<file path="src/design/dqqp_pkg.sv">
// Shared types and constants for the DNS question parser.
package dqqp_pkg;

  localparam int unsigned HEADER_BYTES = 12;
  localparam int unsigned TAIL_BYTES   = 4;
  localparam logic [7:0]  LABEL_KIND_MASK = 8'hC0;
  localparam logic [7:0]  DOT_CHAR = 8'h2E;
  localparam int unsigned QDEPTH = 4;
  localparam int unsigned QPTR_W = $clog2(QDEPTH);
  localparam int unsigned QCNT_W = $clog2(QDEPTH + 1);
  localparam int unsigned OUT_TDATA_W = 56;

  typedef enum logic [2:0] {
    PH_HEADER,
    PH_LEN,
    PH_LABEL,
    PH_TAIL,
    PH_SKIP
  } phase_t;

  typedef enum logic [1:0] {
    ST_OK        = 2'd0,
    ST_NONE      = 2'd1,
    ST_MALFORMED = 2'd2
  } status_t;

  typedef struct packed {
    logic        is_verdict;
    logic [7:0]  name_char;
    status_t     status;
    logic [15:0] query_type;
    logic [15:0] query_class;
    logic [7:0]  name_length;
  } item_t;

  typedef struct packed {
    logic [1:0] cnt;
    item_t      first;
    item_t      second;
  } push_t;

endpackage

</file>
<file path="src/design/dqqp_front.sv">
// Byte parser: walks header, labels and type/class and emits up to two items per byte.
module dqqp_front #(
  parameter int unsigned NAME_CAP = 256
) (
  input  logic              clk,
  input  logic              rst_n,
  input  logic              accept,
  input  logic [7:0]        data_byte,
  input  logic              end_of_packet,
  output dqqp_pkg::push_t   push
);

  localparam logic [9:0] CAP = 10'(NAME_CAP);

  dqqp_pkg::phase_t phase_r, phase_nxt;
  logic [3:0]  hdr_idx_r, hdr_idx_nxt;
  logic [7:0]  count_r, count_nxt;
  logic [5:0]  label_rem_r, label_rem_nxt;
  logic [7:0]  chars_r, chars_nxt;
  logic        dot_r, dot_nxt;
  logic [1:0]  tail_idx_r, tail_idx_nxt;
  logic [23:0] tc_r, tc_nxt;

  function automatic dqqp_pkg::item_t mk_char(input logic [7:0] ch);
    dqqp_pkg::item_t it;
    it = '0;
    it.name_char = ch;
    it.status = dqqp_pkg::ST_OK;
    return it;
  endfunction

  function automatic dqqp_pkg::item_t mk_verdict(input dqqp_pkg::status_t st,
                                                 input logic [15:0] ty,
                                                 input logic [15:0] cl,
                                                 input logic [7:0] nl);
    dqqp_pkg::item_t it;
    it = '0;
    it.is_verdict = 1'b1;
    it.status = st;
    it.query_type = ty;
    it.query_class = cl;
    it.name_length = nl;
    return it;
  endfunction

  always_ff @(posedge clk) begin
    if (!rst_n) begin
      phase_r     <= dqqp_pkg::PH_HEADER;
      hdr_idx_r   <= '0;
      count_r     <= '0;
      label_rem_r <= '0;
      chars_r     <= '0;
      dot_r       <= 1'b0;
      tail_idx_r  <= '0;
      tc_r        <= '0;
    end else if (accept) begin
      phase_r     <= phase_nxt;
      hdr_idx_r   <= hdr_idx_nxt;
      count_r     <= count_nxt;
      label_rem_r <= label_rem_nxt;
      chars_r     <= chars_nxt;
      dot_r       <= dot_nxt;
      tail_idx_r  <= tail_idx_nxt;
      tc_r        <= tc_nxt;
    end
  end

  always_comb begin
    logic            done;
    logic [1:0]      n;
    dqqp_pkg::item_t it0;
    dqqp_pkg::item_t it1;
    logic [9:0]      need;

    phase_nxt     = phase_r;
    hdr_idx_nxt   = hdr_idx_r;
    count_nxt     = count_r;
    label_rem_nxt = label_rem_r;
    chars_nxt     = chars_r;
    dot_nxt       = dot_r;
    tail_idx_nxt  = tail_idx_r;
    tc_nxt        = tc_r;
    done = 1'b0;
    n    = 2'd0;
    it0  = '0;
    it1  = '0;
    need = {2'b00, chars_r} + {2'b00, data_byte} + 10'd1;

    case (phase_r)
      dqqp_pkg::PH_HEADER: begin
        if (hdr_idx_r == 4'd4) begin
          count_nxt = data_byte;
        end else if (hdr_idx_r == 4'd5) begin
          count_nxt = count_r | data_byte;
        end
        if (hdr_idx_r >= 4'(dqqp_pkg::HEADER_BYTES - 1)) begin
          if (count_r == 8'd0) begin
            it0 = mk_verdict(dqqp_pkg::ST_NONE, 16'd0, 16'd0, 8'd0);
            n = 2'd1;
            done = 1'b1;
            phase_nxt = dqqp_pkg::PH_SKIP;
          end else begin
            phase_nxt = dqqp_pkg::PH_LEN;
          end
        end else begin
          hdr_idx_nxt = hdr_idx_r + 4'd1;
        end
      end
      dqqp_pkg::PH_LEN: begin
        if (dot_r) begin
          it0 = mk_char(dqqp_pkg::DOT_CHAR);
          n = 2'd1;
          dot_nxt = 1'b0;
        end
        if (data_byte == 8'd0) begin
          if (chars_r == 8'd0) begin
            done = 1'b1;
          end else begin
            phase_nxt = dqqp_pkg::PH_TAIL;
            tail_idx_nxt = '0;
            tc_nxt = '0;
          end
        end else if ((data_byte & dqqp_pkg::LABEL_KIND_MASK) != 8'd0 || need >= CAP) begin
          done = 1'b1;
        end else begin
          label_rem_nxt = data_byte[5:0];
          phase_nxt = dqqp_pkg::PH_LABEL;
        end
        if (done) begin
          if (n == 2'd0) begin
            it0 = mk_verdict(dqqp_pkg::ST_MALFORMED, 16'd0, 16'd0, 8'd0);
          end else begin
            it1 = mk_verdict(dqqp_pkg::ST_MALFORMED, 16'd0, 16'd0, 8'd0);
          end
          n = n + 2'd1;
          phase_nxt = dqqp_pkg::PH_SKIP;
        end
      end
      dqqp_pkg::PH_LABEL: begin
        it0 = mk_char(data_byte);
        n = 2'd1;
        label_rem_nxt = label_rem_r - 6'd1;
        if (label_rem_r == 6'd1) begin
          dot_nxt = 1'b1;
          chars_nxt = chars_r + 8'd2;
          phase_nxt = dqqp_pkg::PH_LEN;
        end else begin
          chars_nxt = chars_r + 8'd1;
        end
      end
      dqqp_pkg::PH_TAIL: begin
        if (tail_idx_r >= 2'(dqqp_pkg::TAIL_BYTES - 1)) begin
          it0 = mk_verdict(dqqp_pkg::ST_OK, tc_r[23:8], {tc_r[7:0], data_byte}, chars_r);
          n = 2'd1;
          done = 1'b1;
          phase_nxt = dqqp_pkg::PH_SKIP;
        end else begin
          tc_nxt = {tc_r[15:0], data_byte};
          tail_idx_nxt = tail_idx_r + 2'd1;
        end
      end
      default: begin
      end
    endcase

    if (end_of_packet) begin
      if (!done && phase_nxt != dqqp_pkg::PH_SKIP) begin
        if (n == 2'd0) begin
          it0 = mk_verdict(dqqp_pkg::ST_MALFORMED, 16'd0, 16'd0, 8'd0);
        end else begin
          it1 = mk_verdict(dqqp_pkg::ST_MALFORMED, 16'd0, 16'd0, 8'd0);
        end
        n = n + 2'd1;
      end
      phase_nxt     = dqqp_pkg::PH_HEADER;
      hdr_idx_nxt   = '0;
      count_nxt     = '0;
      label_rem_nxt = '0;
      chars_nxt     = '0;
      dot_nxt       = 1'b0;
      tail_idx_nxt  = '0;
      tc_nxt        = '0;
    end

    push.cnt    = accept ? n : 2'd0;
    push.first  = it0;
    push.second = it1;
  end

endmodule

</file>
<file path="src/design/dqqp_queue.sv">
// Small item queue between parser and output stage; takes up to two items per cycle.
module dqqp_queue (
  input  logic                             clk,
  input  logic                             rst_n,
  input  dqqp_pkg::push_t                  push,
  input  logic                             pop,
  output dqqp_pkg::item_t                  head,
  output logic [dqqp_pkg::QCNT_W-1:0]      count,
  output logic                             space_ok
);

  dqqp_pkg::item_t mem_r [dqqp_pkg::QDEPTH];
  logic [dqqp_pkg::QPTR_W-1:0] wr_ptr_r, wr_ptr_nxt;
  logic [dqqp_pkg::QPTR_W-1:0] rd_ptr_r, rd_ptr_nxt;
  logic [dqqp_pkg::QCNT_W-1:0] count_r, count_nxt;
  logic [dqqp_pkg::QPTR_W-1:0] wr_ptr_p1;

  assign wr_ptr_p1 = wr_ptr_r + dqqp_pkg::QPTR_W'(1);

  always_ff @(posedge clk) begin
    if (push.cnt != 2'd0) begin
      mem_r[wr_ptr_r] <= push.first;
    end
    if (push.cnt == 2'd2) begin
      mem_r[wr_ptr_p1] <= push.second;
    end
  end

  always_comb begin
    wr_ptr_nxt = wr_ptr_r + dqqp_pkg::QPTR_W'(push.cnt);
    rd_ptr_nxt = pop ? rd_ptr_r + dqqp_pkg::QPTR_W'(1) : rd_ptr_r;
    count_nxt  = count_r + dqqp_pkg::QCNT_W'(push.cnt) - dqqp_pkg::QCNT_W'(pop);
  end

  always_ff @(posedge clk) begin
    if (!rst_n) begin
      wr_ptr_r <= '0;
      rd_ptr_r <= '0;
      count_r  <= '0;
    end else begin
      wr_ptr_r <= wr_ptr_nxt;
      rd_ptr_r <= rd_ptr_nxt;
      count_r  <= count_nxt;
    end
  end

  assign head     = mem_r[rd_ptr_r];
  assign count    = count_r;
  assign space_ok = count_r <= dqqp_pkg::QCNT_W'(dqqp_pkg::QDEPTH - 2);

endmodule

</file>
<file path="src/design/dqqp_back.sv">
// Output register stage: loads the queue head and holds it until taken.
module dqqp_back (
  input  logic                                  clk,
  input  logic                                  rst_n,
  input  logic                                  q_nonempty,
  input  dqqp_pkg::item_t                       head,
  output logic                                  pop,
  output logic                                  out_tvalid,
  input  logic                                  out_tready,
  output logic [dqqp_pkg::OUT_TDATA_W-1:0]      out_tdata,
  output logic                                  out_tlast
);

  logic            valid_r;
  dqqp_pkg::item_t item_r;

  assign pop = q_nonempty && (!valid_r || out_tready);

  always_ff @(posedge clk) begin
    if (!rst_n) begin
      valid_r <= 1'b0;
    end else if (pop) begin
      valid_r <= 1'b1;
    end else if (out_tready) begin
      valid_r <= 1'b0;
    end
  end

  always_ff @(posedge clk) begin
    if (pop) begin
      item_r <= head;
    end
  end

  assign out_tvalid = valid_r;
  assign out_tlast  = item_r.is_verdict;
  assign out_tdata  = {6'b0, item_r.name_length, item_r.query_class, item_r.query_type,
                       item_r.status, item_r.name_char};

endmodule

</file>
<file path="src/design/dns_query_question_parser.sv">
// Top level of the DNS first-question parser.
//
//  channel | dir | handshake            | payload
//  in_     | in  | in_tvalid/in_tready  | tdata[7:0] data_byte, tlast end_of_packet
//  out_    | out | out_tvalid/out_tready| tdata name_char..name_length, tlast is_verdict
//
// One input byte per cycle while in_tready is high; each byte yields zero, one or two items.
// Items pass through a four-entry queue into a registered output stage.
// The input stalls only while the queue holds more than two items.
// Reset (rst_n low, synchronous) returns the parser to the header phase.
module dns_query_question_parser #(
  parameter int unsigned NAME_CAP = 256
) (
  input  logic                              clk,
  input  logic                              rst_n,
  input  logic                              in_tvalid,
  output logic                              in_tready,
  input  logic [7:0]                        in_tdata,  // [7:0] data_byte
  input  logic                              in_tlast,
  output logic                              out_tvalid,
  input  logic                              out_tready,
  // [7:0] name_char, [9:8] status, [25:10] query_type, [41:26] query_class,
  // [49:42] name_length, [55:50] zero
  output logic [dqqp_pkg::OUT_TDATA_W-1:0]  out_tdata,
  output logic                              out_tlast
);

  dqqp_pkg::push_t             push;
  dqqp_pkg::item_t             head;
  logic [dqqp_pkg::QCNT_W-1:0] q_count;
  logic                        space_ok;
  logic                        pop;
  logic                        accept;

  assign in_tready = space_ok;
  assign accept    = in_tvalid && in_tready;

  dqqp_front #(.NAME_CAP(NAME_CAP)) u_front (
    .clk           (clk),
    .rst_n         (rst_n),
    .accept        (accept),
    .data_byte     (in_tdata),
    .end_of_packet (in_tlast),
    .push          (push)
  );

  dqqp_queue u_queue (
    .clk      (clk),
    .rst_n    (rst_n),
    .push     (push),
    .pop      (pop),
    .head     (head),
    .count    (q_count),
    .space_ok (space_ok)
  );

  dqqp_back u_back (
    .clk        (clk),
    .rst_n      (rst_n),
    .q_nonempty (q_count != '0),
    .head       (head),
    .pop        (pop),
    .out_tvalid (out_tvalid),
    .out_tready (out_tready),
    .out_tdata  (out_tdata),
    .out_tlast  (out_tlast)
  );

  a_q_bound: assert property (@(posedge clk) disable iff (!rst_n)
    q_count <= dqqp_pkg::QCNT_W'(dqqp_pkg::QDEPTH))
    else $error("queue overfilled");

  a_push_on_accept: assert property (@(posedge clk) disable iff (!rst_n)
    push.cnt != 2'd0 |-> accept)
    else $error("items pushed without an accepted byte");

  a_pair_order: assert property (@(posedge clk) disable iff (!rst_n)
    push.cnt == 2'd2 |-> (!push.first.is_verdict && push.second.is_verdict))
    else $error("two-item byte must end in a verdict");

  a_out_fill: assert property (@(posedge clk) disable iff (!rst_n)
    (q_count != '0 && (!out_tvalid || out_tready)) |=> out_tvalid)
    else $error("output stage failed to load a waiting item");

endmodule
</file>
<file path="config.mk">
export PLATFORM = sky130hd
export DESIGN_NAME = dns_query_question_parser
export DESIGN_NICKNAME = d
export VERILOG_FILES = /design/src/design/dqqp_pkg.sv /design/src/design/dqqp_front.sv /design/src/design/dqqp_queue.sv /design/src/design/dqqp_back.sv /design/src/design/dns_query_question_parser.sv
export SDC_FILE = /design/constraint.sdc
export NUM_CORES = 1
export LEC_CHECK = 0
export BUFFER_PORTS_ARGS = -buffer_cell sky130_fd_sc_hd__buf_2
export CAP_MARGIN = 20
export CORE_ASPECT_RATIO = 1.75
export CORE_MARGIN = 5
export CORE_UTILIZATION = 50
export DETAILED_ROUTE_END_ITERATION = 8
export GPL_TIMING_DRIVEN = 0
export PLACE_DENSITY = 0.68
export REMOVE_ABC_BUFFERS = 1
export SYNTH_ARGS = -nofsm -noshare
export SYNTH_HDL_FRONTEND = slang
export SYNTH_SLANG_ARGS = --single-unit
</file>
<file path="constraint.sdc">
create_clock -name clk -period 14.5 [get_ports clk]
set_input_delay 0.725 -clock clk [delete_from_list [all_inputs] [get_ports clk]]
set_output_delay 0.725 -clock clk [all_outputs]
set_load 0.01 [all_outputs]
</file>
==> results by group <==
Setup path
  • Data required, critical path: around 15000 ps
  • Startpoint Class: input pin
  • Worst setup EP type: register
  • RR Startpoint: u_front.chars_r[0]$_SDFFE_PN0P_
  • WP data arrival: between 6000 and 7000 ps
  • Critical path peak fanout: 37
  • Critical path type: in -> reg
  • Worst setup startpoint: in_tdata[0]

Final layout
  • Share of cells above drive strength 1: about 18%
  • Final Instance Area: approximately 16000 um^2
  • Fill count: 2407
  • P&R area growth vs syn: 12.59%
  • Fin nets: ~1400
  • Commonest non-fill, non-tap cell in the layout: dfxtp_1
  • N_diodes: 0
  • Most frequent cells in the layout: dfxtp_1 (258), o31ai_1 (197), o22ai_1 (186)
  • Multi-input logic area: 6594 um^2
  • Finished Layout Cells: 1738
  • Util after Layout: a little under three fifths
  • FF/Latch Area: 6984 um^2

Detailed routing
  • Routed Antenna Nets: 0
  • Met2 routed WL: between 20 and 25 mm
  • Drt wl/cell: roughly 23 um
  • DR DRC count: 0
  • Vias: between 10000 and 15000
  • DR vias/cell: around 6.8
  • Metal-1 WL: 15.60 mm
  • Drt pass-1 iters: 6
  • Highest metal used: met4
  • Total routed wirelength: between 40 and 50 mm
  • DR WL met3: about 2.9 mm
  • Drt first-iter violations: between 1000 and 1500

Logic synthesis
  • EDFF count, synth: 59
  • Post-synthesis average cell area: around 11 um^2
  • Mapped Cells: 1353
  • Yosys reg bits: between 300 and 400
  • Post-synthesis sequential area ratio: about 50%
  • Cell area after synthesis: 14300 um^2
  • Primary FF master, synth: dfxtp_1
  • Yosys warns: 0
  • Synth unique cells: 72
  • Async SR Flop Fraction: 0%

Outcome
  • Outcome: completed

Clocking
  • Setup bufs post-CTS: 0
  • CTS Buf Count: 28
  • H-tree Lvls: 1
  • CTS Hold Bufs: 0
  • Worst-path clk slew: approximately 70 ps
  • TritonCTS Sinks: 319
  • Clk root buf: clkbuf_16
  • Clk_lat worst skew: 570 ps
  • Clk buf depth: 3
  • CTS tree: built
  • Post-CTS sizing: 0

Min path
  • Hold Crit Start: u_front.tc_r[18]$_SDFFE_PN0P_
  • Worst hold-check path type: reg -> reg

GRT
  • First-pass GRT wire length: 63.64 mm
  • Total congestion overflow: 0
  • Vias in the first global route: approximately 12000
  • Largest net degree at the start of global routing: 54
  • Initial antenna violation count: 0
  • Total GRT Usage: between 20% and 30%

Timing
  • Slew at the pin closest to its max-slew limit: about 1100 ps
  • RSZ-0062 raised after global routing: false
  • Setup Viol. Count Final: 0
  • Setup WS post-layout: between 7000 and 8000 ps
  • Slew Viols, Final: 0
  • Hold Vio Cnt, Final: 0
  • Post-route minimum period: approximately 6600 ps
  • Slew Limit Headroom: between 20 and 30%
  • Final Skew: approximately 21 ps
  • Achievable frequency: between 150 and 200 MHz
  • Fin crit share: between 40% and 50%
  • Worst hold margin: 453.5 ps

Power and ir drop
  • P per Cell Area: approximately 140 nW/um^2
  • Leak pwr: around 5.4 nW
  • Max VDD drop: between 150 and 200 uV

Floorplanning
  • I/O pins: 72
  • Core ar.: about 28000 um^2
  • Die Span X: roughly 140 um
  • Die height: 233.8 um
  • Initial Util: 50.33%
  • Die ar.: approximately 32000 um^2
  • Site row count: 82

Place
  • HPWL Detailed: between 20 and 25 mm
  • Placed instance area: 15180 um^2
  • Cell total after placement: around 1700
  • Routability cong.: between 0.8 and 0.9
  • Place WS: about 7400 ps
  • Port buffer count: 65

Run
  • Max_cap viols: 0
## through the flow
stage | setup TNS (ps) | total power [mW]
2_1_floorplan | 0 | 1.283
3_3_place_gp | -78490 | 1.441
3_5_place_dp | 0 | 1.472
4_1_cts | 0 | 2.217
5_1_grt | 0 | 2.283
6_report | 0 | 2.198
## synth_stat cells (3+ instances only)
cell type    n  area share (%)
nor3b_1      3            0.16
nor2b_1      4            0.17
dfxtp_1    260              36
edfxtp_1    59              12
mux4_2      51             8.0
nand2_1     87             2.3
o2bb2ai_1   16            0.98
buf_2       52             1.8
xor2_1       6            0.37
or2_2        8            0.35
nand2b_1     5            0.22
mux2i_1      3            0.21
o22ai_1    186             8.1
or3_1        6            0.26
nand3_1     19            0.66
buf_6       10            0.79
buf_1        8            0.21
nor2_1      63             1.7
a21o_1       4            0.21
and3_1       6            0.26
and2_1       5            0.22
a31oi_1      4            0.17
o21a_1       6            0.31
a221oi_1     7            0.43
a211o_1      4            0.24
o31ai_1    197              10
nor3_1      14            0.49
a21oi_1     36             1.3
o21ai_0     12            0.42
nor4_1       6            0.26
ha_1        24             2.1
inv_1       17            0.45
buf_4       17            0.89
xnor2_1      8            0.49
a22oi_1     28             1.5
clkbuf_1    65             1.7
## registers in the layout (all words and copies together), names as in the netlist
signal / flops
u_queue.count: 3
u_queue.rd_ptr_r: 2
u_front.count_r: 8
u_front.tc_r: 24
u_front.phase_r: 3
u_queue.wr_ptr_r: 2
u_front.label_rem_r: 6
u_front.dot_r: 1
u_front.tail_idx_r: 2
u_queue.mem_r: 204
u_front.hdr_idx_r: 4
u_back.out_tdata: 50
u_back.out_tvalid: 1
u_front.chars_r: 8
u_back.out_tlast: 1
## critical path: stages
cell       delay [ps]
buf_2             200
ha_1              260
fa_1              420
a211oi_2          260
or2_1             150
o2111ai_1         170
nor4_2            420
a31oi_1           250
nor2_1            200
ha_1              250
nor2_1             80
nand2_1           100
a31oi_4           310
inv_2              80
ha_1              320
or3_1             420
a21oi_4           470
buf_12            270
buf_12            230
buf_12            230
or3_2             540
buf_12            280
o22ai_1           130
## cells by family after synthesis
family                   count (synthesis)  synth area share (%)
flip-flops                             319                 48.77
XOR/XNOR                                14                0.8572
AND/OR/NAND/NOR                        242                 8.064
buffers and inverters                  171                 5.913
other                                    1               0.02621
AO/OA/AOI/OAI                          526                 25.75
multiplexers                            54                 8.239
adder cells (fa/ha/maj)                 26                 2.379
## layout make-up
cell class,count,share of cell area [%]
Clock inverter,11,0.5904
Tap cell,378,2.937
Multi-Input combinational cell,868,40.94
Inverter,19,0.4506
Sequential cell,319,43.37
Clock buffer,41,5.158
Timing Repair Buffer,102,6.557
## report_power, final
| group | total, mW | internal [mW] | switching, mW |
|---|---|---|---|
| Combinational | 0.384 | 0.149 | 0.235 |
| Clock | 0.751 | 0.417 | 0.334 |
| Sequential | 1.06 | 1.00 | 0.0638 |
## routing by layer
layer	up-vias	GRT usage, %
met5	-	0
met3	105	3.156
met1	5894	30.94
met2	617	42.80
met4	0	9.703
li1	5260	-
## worst paths after layout
check | endpoint | slack [ps] | cells after the start
hold reg to reg | u_front.tc_r[18]$_SDFFE_PN0P_ | 450 | 2
hold / removal | u_front.tc_r[18]$_SDFFE_PN0P_ | 450 | 2
setup / recovery | u_queue.mem_r[3][50]$_DFFE_PP_ | 7900 | 23
setup reg to reg | u_queue.mem_r[3][50]$_DFFE_PP_ | 7950 | 22
(Power assumes the default switching activity.)
